--- config.mk ---
export PLATFORM = sky130hd
export DESIGN_NAME = mch_queue
export DESIGN_NICKNAME = d
export VERILOG_FILES = /design/src/hw/rtl/mch_pkg.sv /design/src/hw/rtl/mch_queue.sv
export SDC_FILE = /design/constraint.sdc
export NUM_CORES = 1
export LEC_CHECK = 0
export ABC_AREA = 1
export BUFFER_PORTS_ARGS = -buffer_cell sky130_fd_sc_hd__buf_4
export CORE_MARGIN = 2
export CORE_UTILIZATION = 51
export CTS_BUF_LIST = sky130_fd_sc_hd__clkbuf_16
export CTS_CLUSTER_SIZE = 30
export DETAILED_ROUTE_END_ITERATION = 10
export PLACE_DENSITY = 0.75
export SLEW_MARGIN = 20
export SYNTH_ARGS = -nofsm -noshare
export SYNTH_HDL_FRONTEND = slang
export SYNTH_SLANG_ARGS = --single-unit
--- constraint.sdc ---
create_clock -name clock -period 1.55 [get_ports clock]
set_input_delay 0.31 -clock clock [delete_from_list [all_inputs] [get_ports clock]]
set_output_delay 0.31 -clock clock [all_outputs]
set_load 0.005 [all_outputs]
--- src/hw/rtl/mch_pkg.sv ---
package mch_pkg;

   // Histogram geometry.
   localparam int NUM_BINS    = 256;
   localparam int COUNT_WIDTH = 20;
   localparam int BIN_W       = $clog2(NUM_BINS);
   localparam int PIX_W       = 8;
   localparam int OUT_W       = 20;

   // Bin limit compared against a zero-extended pixel or index value.
   localparam logic [PIX_W:0] BIN_LIMIT = (PIX_W + 1)'(NUM_BINS);
   localparam logic [COUNT_WIDTH-1:0] COUNT_LIMIT = {COUNT_WIDTH{1'b1}};

   // Normalized output: Q0.16, so the quotient needs one integer bit on top.
   localparam int FRAC_BITS = 16;
   localparam int QUOT_W    = FRAC_BITS + 1;
   localparam int STEP_W    = $clog2(QUOT_W + 1);

   // Command queue between front and back.
   localparam int QUEUE_DEPTH = 4;
   localparam int QPTR_W      = $clog2(QUEUE_DEPTH);
   localparam int QCNT_W      = $clog2(QUEUE_DEPTH + 1);

   // Configuration port.
   localparam int CSR_ADDR_W = 3;
   localparam int CSR_DATA_W = 32;
   localparam logic REG_CHANNEL_SELECT = 1'b0;
   localparam logic REG_NORMALIZE_MODE = 1'b1;

   // Input opcodes.
   localparam logic [1:0] OP_ACCUM = 2'd0;
   localparam logic [1:0] OP_READ  = 2'd1;
   localparam logic [1:0] OP_CLEAR = 2'd2;

   // Channel select codes.
   localparam logic [1:0] CH_SEL_0 = 2'd0;
   localparam logic [1:0] CH_SEL_1 = 2'd1;
   localparam logic [1:0] CH_SEL_2 = 2'd2;

   typedef enum logic [1:0] {
      CMD_ACC   = 2'd0,
      CMD_READ  = 2'd1,
      CMD_CLEAR = 2'd2
   } cmd_op_type;

   typedef struct packed {
      cmd_op_type       op;
      logic [BIN_W-1:0] idx;
      logic             oob;
   } cmd_type;

   typedef struct packed {
      logic empty;
      logic full;
   } q_status_type;

   function automatic logic [OUT_W-1:0] fit_out(input logic [63:0] v);
      return v[OUT_W-1:0];
   endfunction

endpackage

--- src/hw/rtl/mch_queue.sv ---
module mch_queue (
   input  logic                  clock,
   input  logic                  reset,
   input  logic                  push,
   input  mch_pkg::cmd_type      push_cmd,
   input  logic                  pop,
   output mch_pkg::cmd_type      head,
   output mch_pkg::q_status_type status
);
   import mch_pkg::*;

   cmd_type             entries_ff [QUEUE_DEPTH];
   logic [QPTR_W-1:0]   wr_ptr_ff, wr_ptr_in;
   logic [QPTR_W-1:0]   rd_ptr_ff, rd_ptr_in;
   logic [QCNT_W-1:0]   count_ff, count_in;
   logic                do_push, do_pop;

   assign status.empty = (count_ff == '0);
   assign status.full  = (count_ff == QCNT_W'(QUEUE_DEPTH));
   assign do_push      = push && !status.full;
   assign do_pop       = pop && !status.empty;
   assign head         = entries_ff[rd_ptr_ff];

   always_comb begin
      wr_ptr_in = do_push ? wr_ptr_ff + 1'b1 : wr_ptr_ff;
      rd_ptr_in = do_pop ? rd_ptr_ff + 1'b1 : rd_ptr_ff;
      count_in  = count_ff;
      if (do_push && !do_pop) begin
         count_in = count_ff + 1'b1;
      end else if (do_pop && !do_push) begin
         count_in = count_ff - 1'b1;
      end
   end

   always_ff @(posedge clock) begin
      if (reset) begin
         wr_ptr_ff <= '0;
         rd_ptr_ff <= '0;
         count_ff  <= '0;
      end else begin
         wr_ptr_ff <= wr_ptr_in;
         rd_ptr_ff <= rd_ptr_in;
         count_ff  <= count_in;
      end
   end

   always_ff @(posedge clock) begin
      if (do_push) begin
         entries_ff[wr_ptr_ff] <= push_cmd;
      end
   end

endmodule

==> out/results.ini <==
[outcome]
outcome=finished, violations left
violations=setup timing

[yosys]
yosysTopAreaCell=edfxtp_1
synth_top_area_share_pct=61.1
yosys_warnings=0
syn_area_per_cell_um2=12.2
syn_nets=198
syn_inst=177
syn_area_mm2=0.00216
ys_types=21
yosysSeqAreaShare_pct=69.4
synthTopCellsByArea=edfxtp_1 (61%), dfxtp_1 (8.3%), nor2_1 (5.7%)
ys_ff_latch=53

[floorplan]
core_mm2=0.00403
die_area_mm2=0.00478
ios=28
num_rows=23
start_util_pct=53.7
die_height_um=69.1
fp.dieW_um=69.1

[placement]
place_ws_ns=-0.0861
dp_cells=269
globalplace.congestion=0.766
io_buffer_count=27
hpwl_um=2950

[clock_tree]
cts_buffers=5
cts_max_level=2
clkTransAtPathRegs_ns=0.07
cts_root_buffer=clkbuf_16
clock_path_buffers=2
clock_latency_ns=0.29
clock_sinks=53
cts_tree=yes

[power]
p_total_mw=4.80
cellPowerDensity_mw_per_mm2=1620
p_leak_nw=1.17
peakVddDrop_mv=1.02

[timing]
rsz0062_at_grt=true
setup_ws_ns=-0.0837
final.min_clock_period_ns=1.63
post-route-period-util_pct=105
tightestPinTransition_ns=0.214
skew_ns=0.00485
relSlewSlack_pct=85.7
hold_viol=0
setup_viol=10
maxSlewViolCount=0
fmax_ghz=0.612

[flow_run]
cap_violations=0

[routing]
routed_wl_um=4600
vias=1494
drt-initial-drc-count=152
drc_errors=0
avgViaCountPerCell=5.30
wl_per_cell_um=16.3
ant_nets=0
first_pass_iters=4

[grt]
grt.total_usage_pct=19.3
grt_overflow_total=0
antenna_found_initial=0
grt_pass1_vias=1595
grt_max_degree=17
grt_pass1_wl_um=7200

[critical_path]
worstSetupPathType=reg2reg
required_ns=1.73
path_max_fanout=2
cp-end-kind=flop
cp-start-kind=flop
cp.arrival_ns=1.81

[final_layout]
final_layout_size_suffix_gt1_share_pct=47.8
diodes=0
stdcell_count=282
nNetsFinal=252
area_growth_pct=37.2
fill_cells=260

[hold_path]
hold_path.class=in2reg

final timing paths:
path,start,to,slack [ns],depth (start not counted)
worst min-delay path,reset,count_ff[0],0.20,2
worst min register to register,rd_ptr_ff[0],rd_ptr_ff[0],0.50,2
worst max register to register,count_ff[1],count_ff[1],-0.08,9
worst max-delay path,count_ff[1],count_ff[1],-0.08,9
timing repair:
| action | 4_1_cts | 5_1_grt |
|---|---|---|
| setup buffers | 3 | 2 |
| hold endpoints to repair | 0 | 0 |
| endpoints found under the setup margin | 13 | 14 |
| hold buffers | 0 | 0 |
| cloned | 0 | 1 |
| gates resized for setup | 18 | 43 |
| pin swaps | 8 | 9 |
cells in the final DEF (no fill, tap or decap), types with 4 or more instances in the layout:
cell type / instances
buf_4: 45
buf_6: 4
clkbuf_16: 6
dfxtp_1: 5
edfxtp_1: 44
ha_1: 4
inv_1: 11
inv_2: 4
nand2_1: 8
nand2_4: 4
nor2_1: 27
nor2_2: 6
o21ai_1: 7
o21ai_2: 13
o22ai_1: 6
o22ai_2: 5
cell usage after synthesis:
| library cell | instances |
|---|---|
| o22ai_1 | 11 |
| nand2_4 | 4 |
| inv_1 | 14 |
| nand3_1 | 4 |
| nand2_1 | 10 |
| o21ai_0 | 5 |
| fa_1 | 1 |
| nor2_1 | 33 |
| nor2_4 | 1 |
| nor2_2 | 2 |
| buf_4 | 4 |
| edfxtp_1 | 44 |
| xor2_1 | 1 |
| nand2_2 | 1 |
| dfxtp_1 | 9 |
| nand3b_1 | 1 |
| a21oi_1 | 3 |
| buf_2 | 2 |
| o21ai_1 | 18 |
| inv_2 | 4 |
| ha_1 | 5 |
report_power, final:
group	internal, mW	switching [mW]	leakage, nW
clock network	0.596	0.473	0.0754
registers	1.76	0.137	0.480
logic	0.930	0.908	0.615
cell type report:
cell class | count | area (um^2) | area share, %
Clock inverter | 3 | 17.5 | 0.590
Inverter | 18 | 85.1 | 2.87
Timing Repair Buffer | 53 | 458 | 15.4
Multi-Input combinational cell | 100 | 707 | 23.8
Clock buffer | 5 | 125 | 4.21
Tap cell | 50 | 62.6 | 2.11
Sequential cell | 53 | 1510 | 51.0
layer usage:
metal,up-vias,wire (um),GRT usage [%]
li1,722,-,-
met1,738,1870,22.3
met2,25,2520,33.9
met3,9,113,3.80
met4,0,94,10.0
met5,-,0,0
state kept, by name, indices dropped and copies added, names as in the netlist, named ones only:
| register | flops |
|---|---|
| rd_ptr_ff | 2 |
| count_ff | 3 |
| entries_ff | 44 |
| wr_ptr_ff | 2 |
metrics by stage:
stage                     TNS, ns  hold slack (ns)  util [%]  area [um^2]
after floorplan           -0.0857            0.373         -         2190
after global placement    -0.0304            0.476      63.8         2570
after detailed placement   -0.164            0.492      63.8         2570
after CTS                  -0.147            0.199      69.1         2780
after global routing       -0.779            0.208      73.7         2970
final                      -0.232            0.198      73.7         2970
logic make-up (layout without fill, tap and decap cells):
kind of cell	after synthesis	after routing	share of synthesized area [%]
adder cells (fa/ha/maj)	6	6	3.82
AO/OA/AOI/OAI	37	37	9.20
buffers and inverters	24	79	4.97
flip-flops	53	53	69.4
XOR/XNOR	1	1	0.405
AND/OR/NAND/NOR	56	56	12.2
critical path: stages, from the launching register on:
cell     delay (ns)
dfxtp_2        0.34
nor2_4         0.17
nand2_4        0.07
nand2_4        0.08
inv_4          0.04
ha_4           0.16
inv_4          0.05
fa_2           0.43
o21ai_2        0.12
nor2_1         0.06
No activity file was read; power rests on OpenSTA's default activity.
