===== config.mk =====
export PLATFORM = sky130hd
export DESIGN_NAME = mch_front
export DESIGN_NICKNAME = d
export VERILOG_FILES = /design/src/hw/rtl/mch_pkg.sv /design/src/hw/rtl/mch_front.sv
export SDC_FILE = /design/constraint.sdc
export NUM_CORES = 1
export LEC_CHECK = 0
export ABC_CLOCK_PERIOD_IN_PS = 1800
export BUFFER_PORTS_ARGS = -buffer_cell sky130_fd_sc_hd__buf_2
export CORE_AREA = 3 3 44 46
export DETAILED_ROUTE_END_ITERATION = 8
export DIE_AREA = 0 0 47 49
export MAX_ROUTING_LAYER = met4
export PLACE_DENSITY = 0.71
export SYNTH_ARGS = -nofsm -noshare
export SYNTH_HDL_FRONTEND = slang
export SYNTH_SLANG_ARGS = --single-unit

===== constraint.sdc =====
create_clock -name vclk -period 1.8
set_input_delay 0.18 -clock vclk [all_inputs]
set_output_delay 0.18 -clock vclk [all_outputs]
set_load 0.03 [all_outputs]

===== src/hw/rtl/mch_pkg.sv =====
package mch_pkg;

   // Histogram geometry.
   localparam int NUM_BINS    = 256;
   localparam int COUNT_WIDTH = 20;
   localparam int BIN_W       = $clog2(NUM_BINS);
   localparam int PIX_W       = 8;
   localparam int OUT_W       = 20;

   // Bin limit compared against a zero-extended pixel or index value.
   localparam logic [PIX_W:0] BIN_LIMIT = (PIX_W + 1)'(NUM_BINS);
   localparam logic [COUNT_WIDTH-1:0] COUNT_LIMIT = {COUNT_WIDTH{1'b1}};

   // Normalized output: Q0.16, so the quotient needs one integer bit on top.
   localparam int FRAC_BITS = 16;
   localparam int QUOT_W    = FRAC_BITS + 1;
   localparam int STEP_W    = $clog2(QUOT_W + 1);

   // Command queue between front and back.
   localparam int QUEUE_DEPTH = 4;
   localparam int QPTR_W      = $clog2(QUEUE_DEPTH);
   localparam int QCNT_W      = $clog2(QUEUE_DEPTH + 1);

   // Configuration port.
   localparam int CSR_ADDR_W = 3;
   localparam int CSR_DATA_W = 32;
   localparam logic REG_CHANNEL_SELECT = 1'b0;
   localparam logic REG_NORMALIZE_MODE = 1'b1;

   // Input opcodes.
   localparam logic [1:0] OP_ACCUM = 2'd0;
   localparam logic [1:0] OP_READ  = 2'd1;
   localparam logic [1:0] OP_CLEAR = 2'd2;

   // Channel select codes.
   localparam logic [1:0] CH_SEL_0 = 2'd0;
   localparam logic [1:0] CH_SEL_1 = 2'd1;
   localparam logic [1:0] CH_SEL_2 = 2'd2;

   typedef enum logic [1:0] {
      CMD_ACC   = 2'd0,
      CMD_READ  = 2'd1,
      CMD_CLEAR = 2'd2
   } cmd_op_type;

   typedef struct packed {
      cmd_op_type       op;
      logic [BIN_W-1:0] idx;
      logic             oob;
   } cmd_type;

   typedef struct packed {
      logic empty;
      logic full;
   } q_status_type;

   function automatic logic [OUT_W-1:0] fit_out(input logic [63:0] v);
      return v[OUT_W-1:0];
   endfunction

endpackage


===== src/hw/rtl/mch_front.sv =====
module mch_front (
   input  logic                        req_valid,
   output logic                        req_stall,
   input  logic [1:0]                  req_opcode,
   input  logic [mch_pkg::PIX_W-1:0]   req_chan0,
   input  logic [mch_pkg::PIX_W-1:0]   req_chan1,
   input  logic [mch_pkg::PIX_W-1:0]   req_chan2,
   input  logic [mch_pkg::PIX_W-1:0]   req_bin_index,
   input  logic [1:0]                  channel_select,
   input  mch_pkg::q_status_type       q_status,
   output logic                        push,
   output mch_pkg::cmd_type            push_cmd
);
   import mch_pkg::*;

   logic [PIX_W-1:0] sel_val;
   logic             sel_ok;
   logic             keep;

   // Pick the channel that names the bin; an unused select counts nothing.
   always_comb begin
      sel_val = req_chan0;
      sel_ok  = 1'b1;
      unique case (channel_select)
         CH_SEL_0: sel_val = req_chan0;
         CH_SEL_1: sel_val = req_chan1;
         CH_SEL_2: sel_val = req_chan2;
         default:  sel_ok  = 1'b0;
      endcase
   end

   always_comb begin
      keep     = 1'b0;
      push_cmd = '{op: CMD_ACC, idx: sel_val[BIN_W-1:0], oob: 1'b0};
      unique case (req_opcode)
         OP_ACCUM: begin
            keep = sel_ok && ({1'b0, sel_val} < BIN_LIMIT) &&
                   ((req_chan0 | req_chan1 | req_chan2) != '0);
         end
         OP_READ: begin
            keep     = 1'b1;
            push_cmd = '{op: CMD_READ, idx: req_bin_index[BIN_W-1:0],
                         oob: !({1'b0, req_bin_index} < BIN_LIMIT)};
         end
         OP_CLEAR: begin
            keep     = 1'b1;
            push_cmd = '{op: CMD_CLEAR, idx: '0, oob: 1'b0};
         end
         default: keep = 1'b0;
      endcase
   end

   assign req_stall = q_status.full;
   assign push      = req_valid && !q_status.full && keep;

endmodule


==> results.sh <==
export IMPL_detail_route_antenna_nets=0
export IMPL_run_status="complete, no violations"
export IMPL_critical_path_max_stage_delay_ps=350
export IMPL_detailed_route_iter0_violations=11
export IMPL_p_seq_share_pct=0
export IMPL_hold_worst_slack_ps=630.3
export IMPL_power_report_internal_total_uw=94.80
export IMPL_dieArea_sq_um=2303
export IMPL_drive_above_1_share_pct=50.00
export IMPL_crit_fanout=4
export IMPL_detailed_placer_s_ending_hpwl_um=1396
export IMPL_part_of_the_cycle_the_worst_path_needs_pct=93.90
export IMPL_post_synth_top_area_fraction_pct=21.39
export IMPL_gp_congestion=0.7695
export IMPL_static_leakage_power_uw=0.0003732
export IMPL_wl_per_cell_um=13.20
export IMPL_report_final_hold_viol_count=0
export IMPL_uppermost_signal_routing_layer_after_detailed_routing="met3"
export IMPL_cts_resized=0
export IMPL_finalCoreUtilization_pct=46.51
export IMPL_dr_wl_met2_um=788
export IMPL_core_area_sq_um=1541
export IMPL_globalRouteOverflowTotal=0
export IMPL_cp_start_kind="input port"
export IMPL_grt_use_total_pct=12.73
export IMPL_hold_class="input port to primary output"
export IMPL_synth_top_cells_by_count="nor2b_1 (9), a221oi_1 (8), ha_1 (8), o31ai_1 (8), nand2_1 (7)"
export IMPL_seq_area_frac_synth_pct=0
export IMPL_syn_instance_count=65
export IMPL_timing_critical_path_cells="buf_2 -> inv_1 -> ha_1 -> nor4_2 -> nand4_1 -> o221a_1 -> buf_2"
export IMPL_post_route_drc_count=0
export IMPL_clock_buffers=0
export IMPL_clock_fmax_mhz=591.6
export IMPL_critPathSlowestCell="ha_1"
export IMPL_wl_um=1663
export IMPL_area_growth_pct=53.21
export IMPL_power_switching_uw=145.8
export IMPL_post_cts_setup_buffers=0
export IMPL_synthesis_area_per_instance_sq_um=7.199
export IMPL_power_density_nw_per_um2=335.6
export IMPL_rows=14
export IMPL_die_x_um=47
export IMPL_port_buffer_count=50
export IMPL_drv_max_cap_violation_count=0
export IMPL_final_nets=159
export IMPL_antenna_cells_inserted=0
export IMPL_post_route_min_period_ps=1690
export IMPL_endpoint_kind="primary output"
export IMPL_initial_core_util_pct=30.36
export IMPL_rsz0062_at_grt="no"
export IMPL_syn_nets=112
export IMPL_path_common_cell="buf_2"
export IMPL_vias=672
export IMPL_critical_path_arrival_ps=1510
export IMPL_met1Wirelength_um=706
export IMPL_fp_dieH_um=49
export IMPL_area_sequential_sq_um=0
export IMPL_final_max_slew_violation_count=0
export IMPL_yosys_cell_count_top_type="nor2b_1"
export IMPL_grt_start_max_net_pins=17
export IMPL_drt_pass1_iter_count=4
export IMPL_p_comb_share_pct=100.0
export IMPL_synth_yosys_warnings=0
export IMPL_synthDominantAreaCellType="ha_1"
export IMPL_grt_first_pass_wirelength_um=2263
export IMPL_share_clk_of_total_power_pct=0
export IMPL_max_vdd_ir_drop_uv=134.1
export IMPL_cts_hold_fix_buffers=0
export IMPL_vias_per_cell=5.333
export IMPL_antenna_found_initial=0
export IMPL_timing_worst_setup_path_type="input port to primary output"
export IMPL_synthesis_area_sq_um=467.9
export IMPL_setup_viol_count_final=0
export IMPL_number_of_global_route_vias_before_repair=542
export IMPL_n_sequential_cell=0
export IMPL_boundaryPins=52
export IMPL_synth_area_leaders="ha_1 (21%), a221oi_1 (15%), o31ai_1 (13%)"
export IMPL_met3WireLength_um=168
export IMPL_worst_endpoint_required_ps=1620
export IMPL_synth_distinct_cells=19
export IMPL_power_switching_fraction_pct=60.60
export IMPL_fin_setup_tns_ps=0
## through the flow
step	setup slack (ps)	instances	cell area (sq um)	total power [uW]
floorplan	8.818	65	467.9	146.8
global placement	141.7	126	716.9	236.2
detailed placement	111.1	126	716.9	239.7
CTS	97.66	126	716.9	240.3
global route	32.54	126	716.9	258.2
finish	109.7	126	716.9	240.6
## power by group through the flow
stage               combinational, uW  clock [uW]  sequential [uW]
floorplan                         147           0                0
global placement                  236           0                0
detailed placement                240           0                0
CTS                               240           0                0
global route                      258           0                0
finish                            241           0                0
## per-layer routing
metal / GRT usage, % / up-vias
met4: 0 / 0
li1: - / 335
met5: - / -
met3: 0.7380 / 0
met1: 18.48 / 300
met2: 20.36 / 37
## logic make-up after synthesis
kind of cell,after synthesis,synth area share (%)
AO/OA/AOI/OAI,17,30.21
adder cells (fa/ha/maj),8,21.39
buffers and inverters,11,10.96
other,1,0.8014
AND/OR/NAND/NOR,28,36.63
## worst max-delay path: cells and delay by family
kind,cells,cell delay [ps]
buffers and inverters,3,360
AOI/OAI and AO/OA,1,240
and+or+nand+nor,2,380
adders and majority gates,1,350
## layout make-up
cell class / instances / area, sq um
repair buffers: 52 / 265.3
fillers: 175 / 824.5
well taps: 16 / 20.02
multi-input cells: 54 / 416.7
inverters: 4 / 15.01
## layout by cell type (no fill, tap or decap)
| master | count |
|---|---|
| nor3b_1 | 1 |
| nor2b_1 | 9 |
| nor2_1 | 1 |
| nand3_1 | 2 |
| nor4_1 | 2 |
| buf_2 | 50 |
| ha_1 | 8 |
| o31ai_1 | 8 |
| buf_4 | 2 |
| nand4_1 | 1 |
| a221oi_1 | 8 |
| conb_1 | 1 |
| nand2_1 | 7 |
| nor4_2 | 3 |
| o221a_1 | 1 |
| and2_1 | 1 |
| nor3_1 | 1 |
| inv_1 | 4 |
## worst paths after layout
check	startpoint	cells after the start	end
max	req_opcode[0]	7	push
min	q_status[0]	2	req_stall
Power figures use the tool's default switching activity.
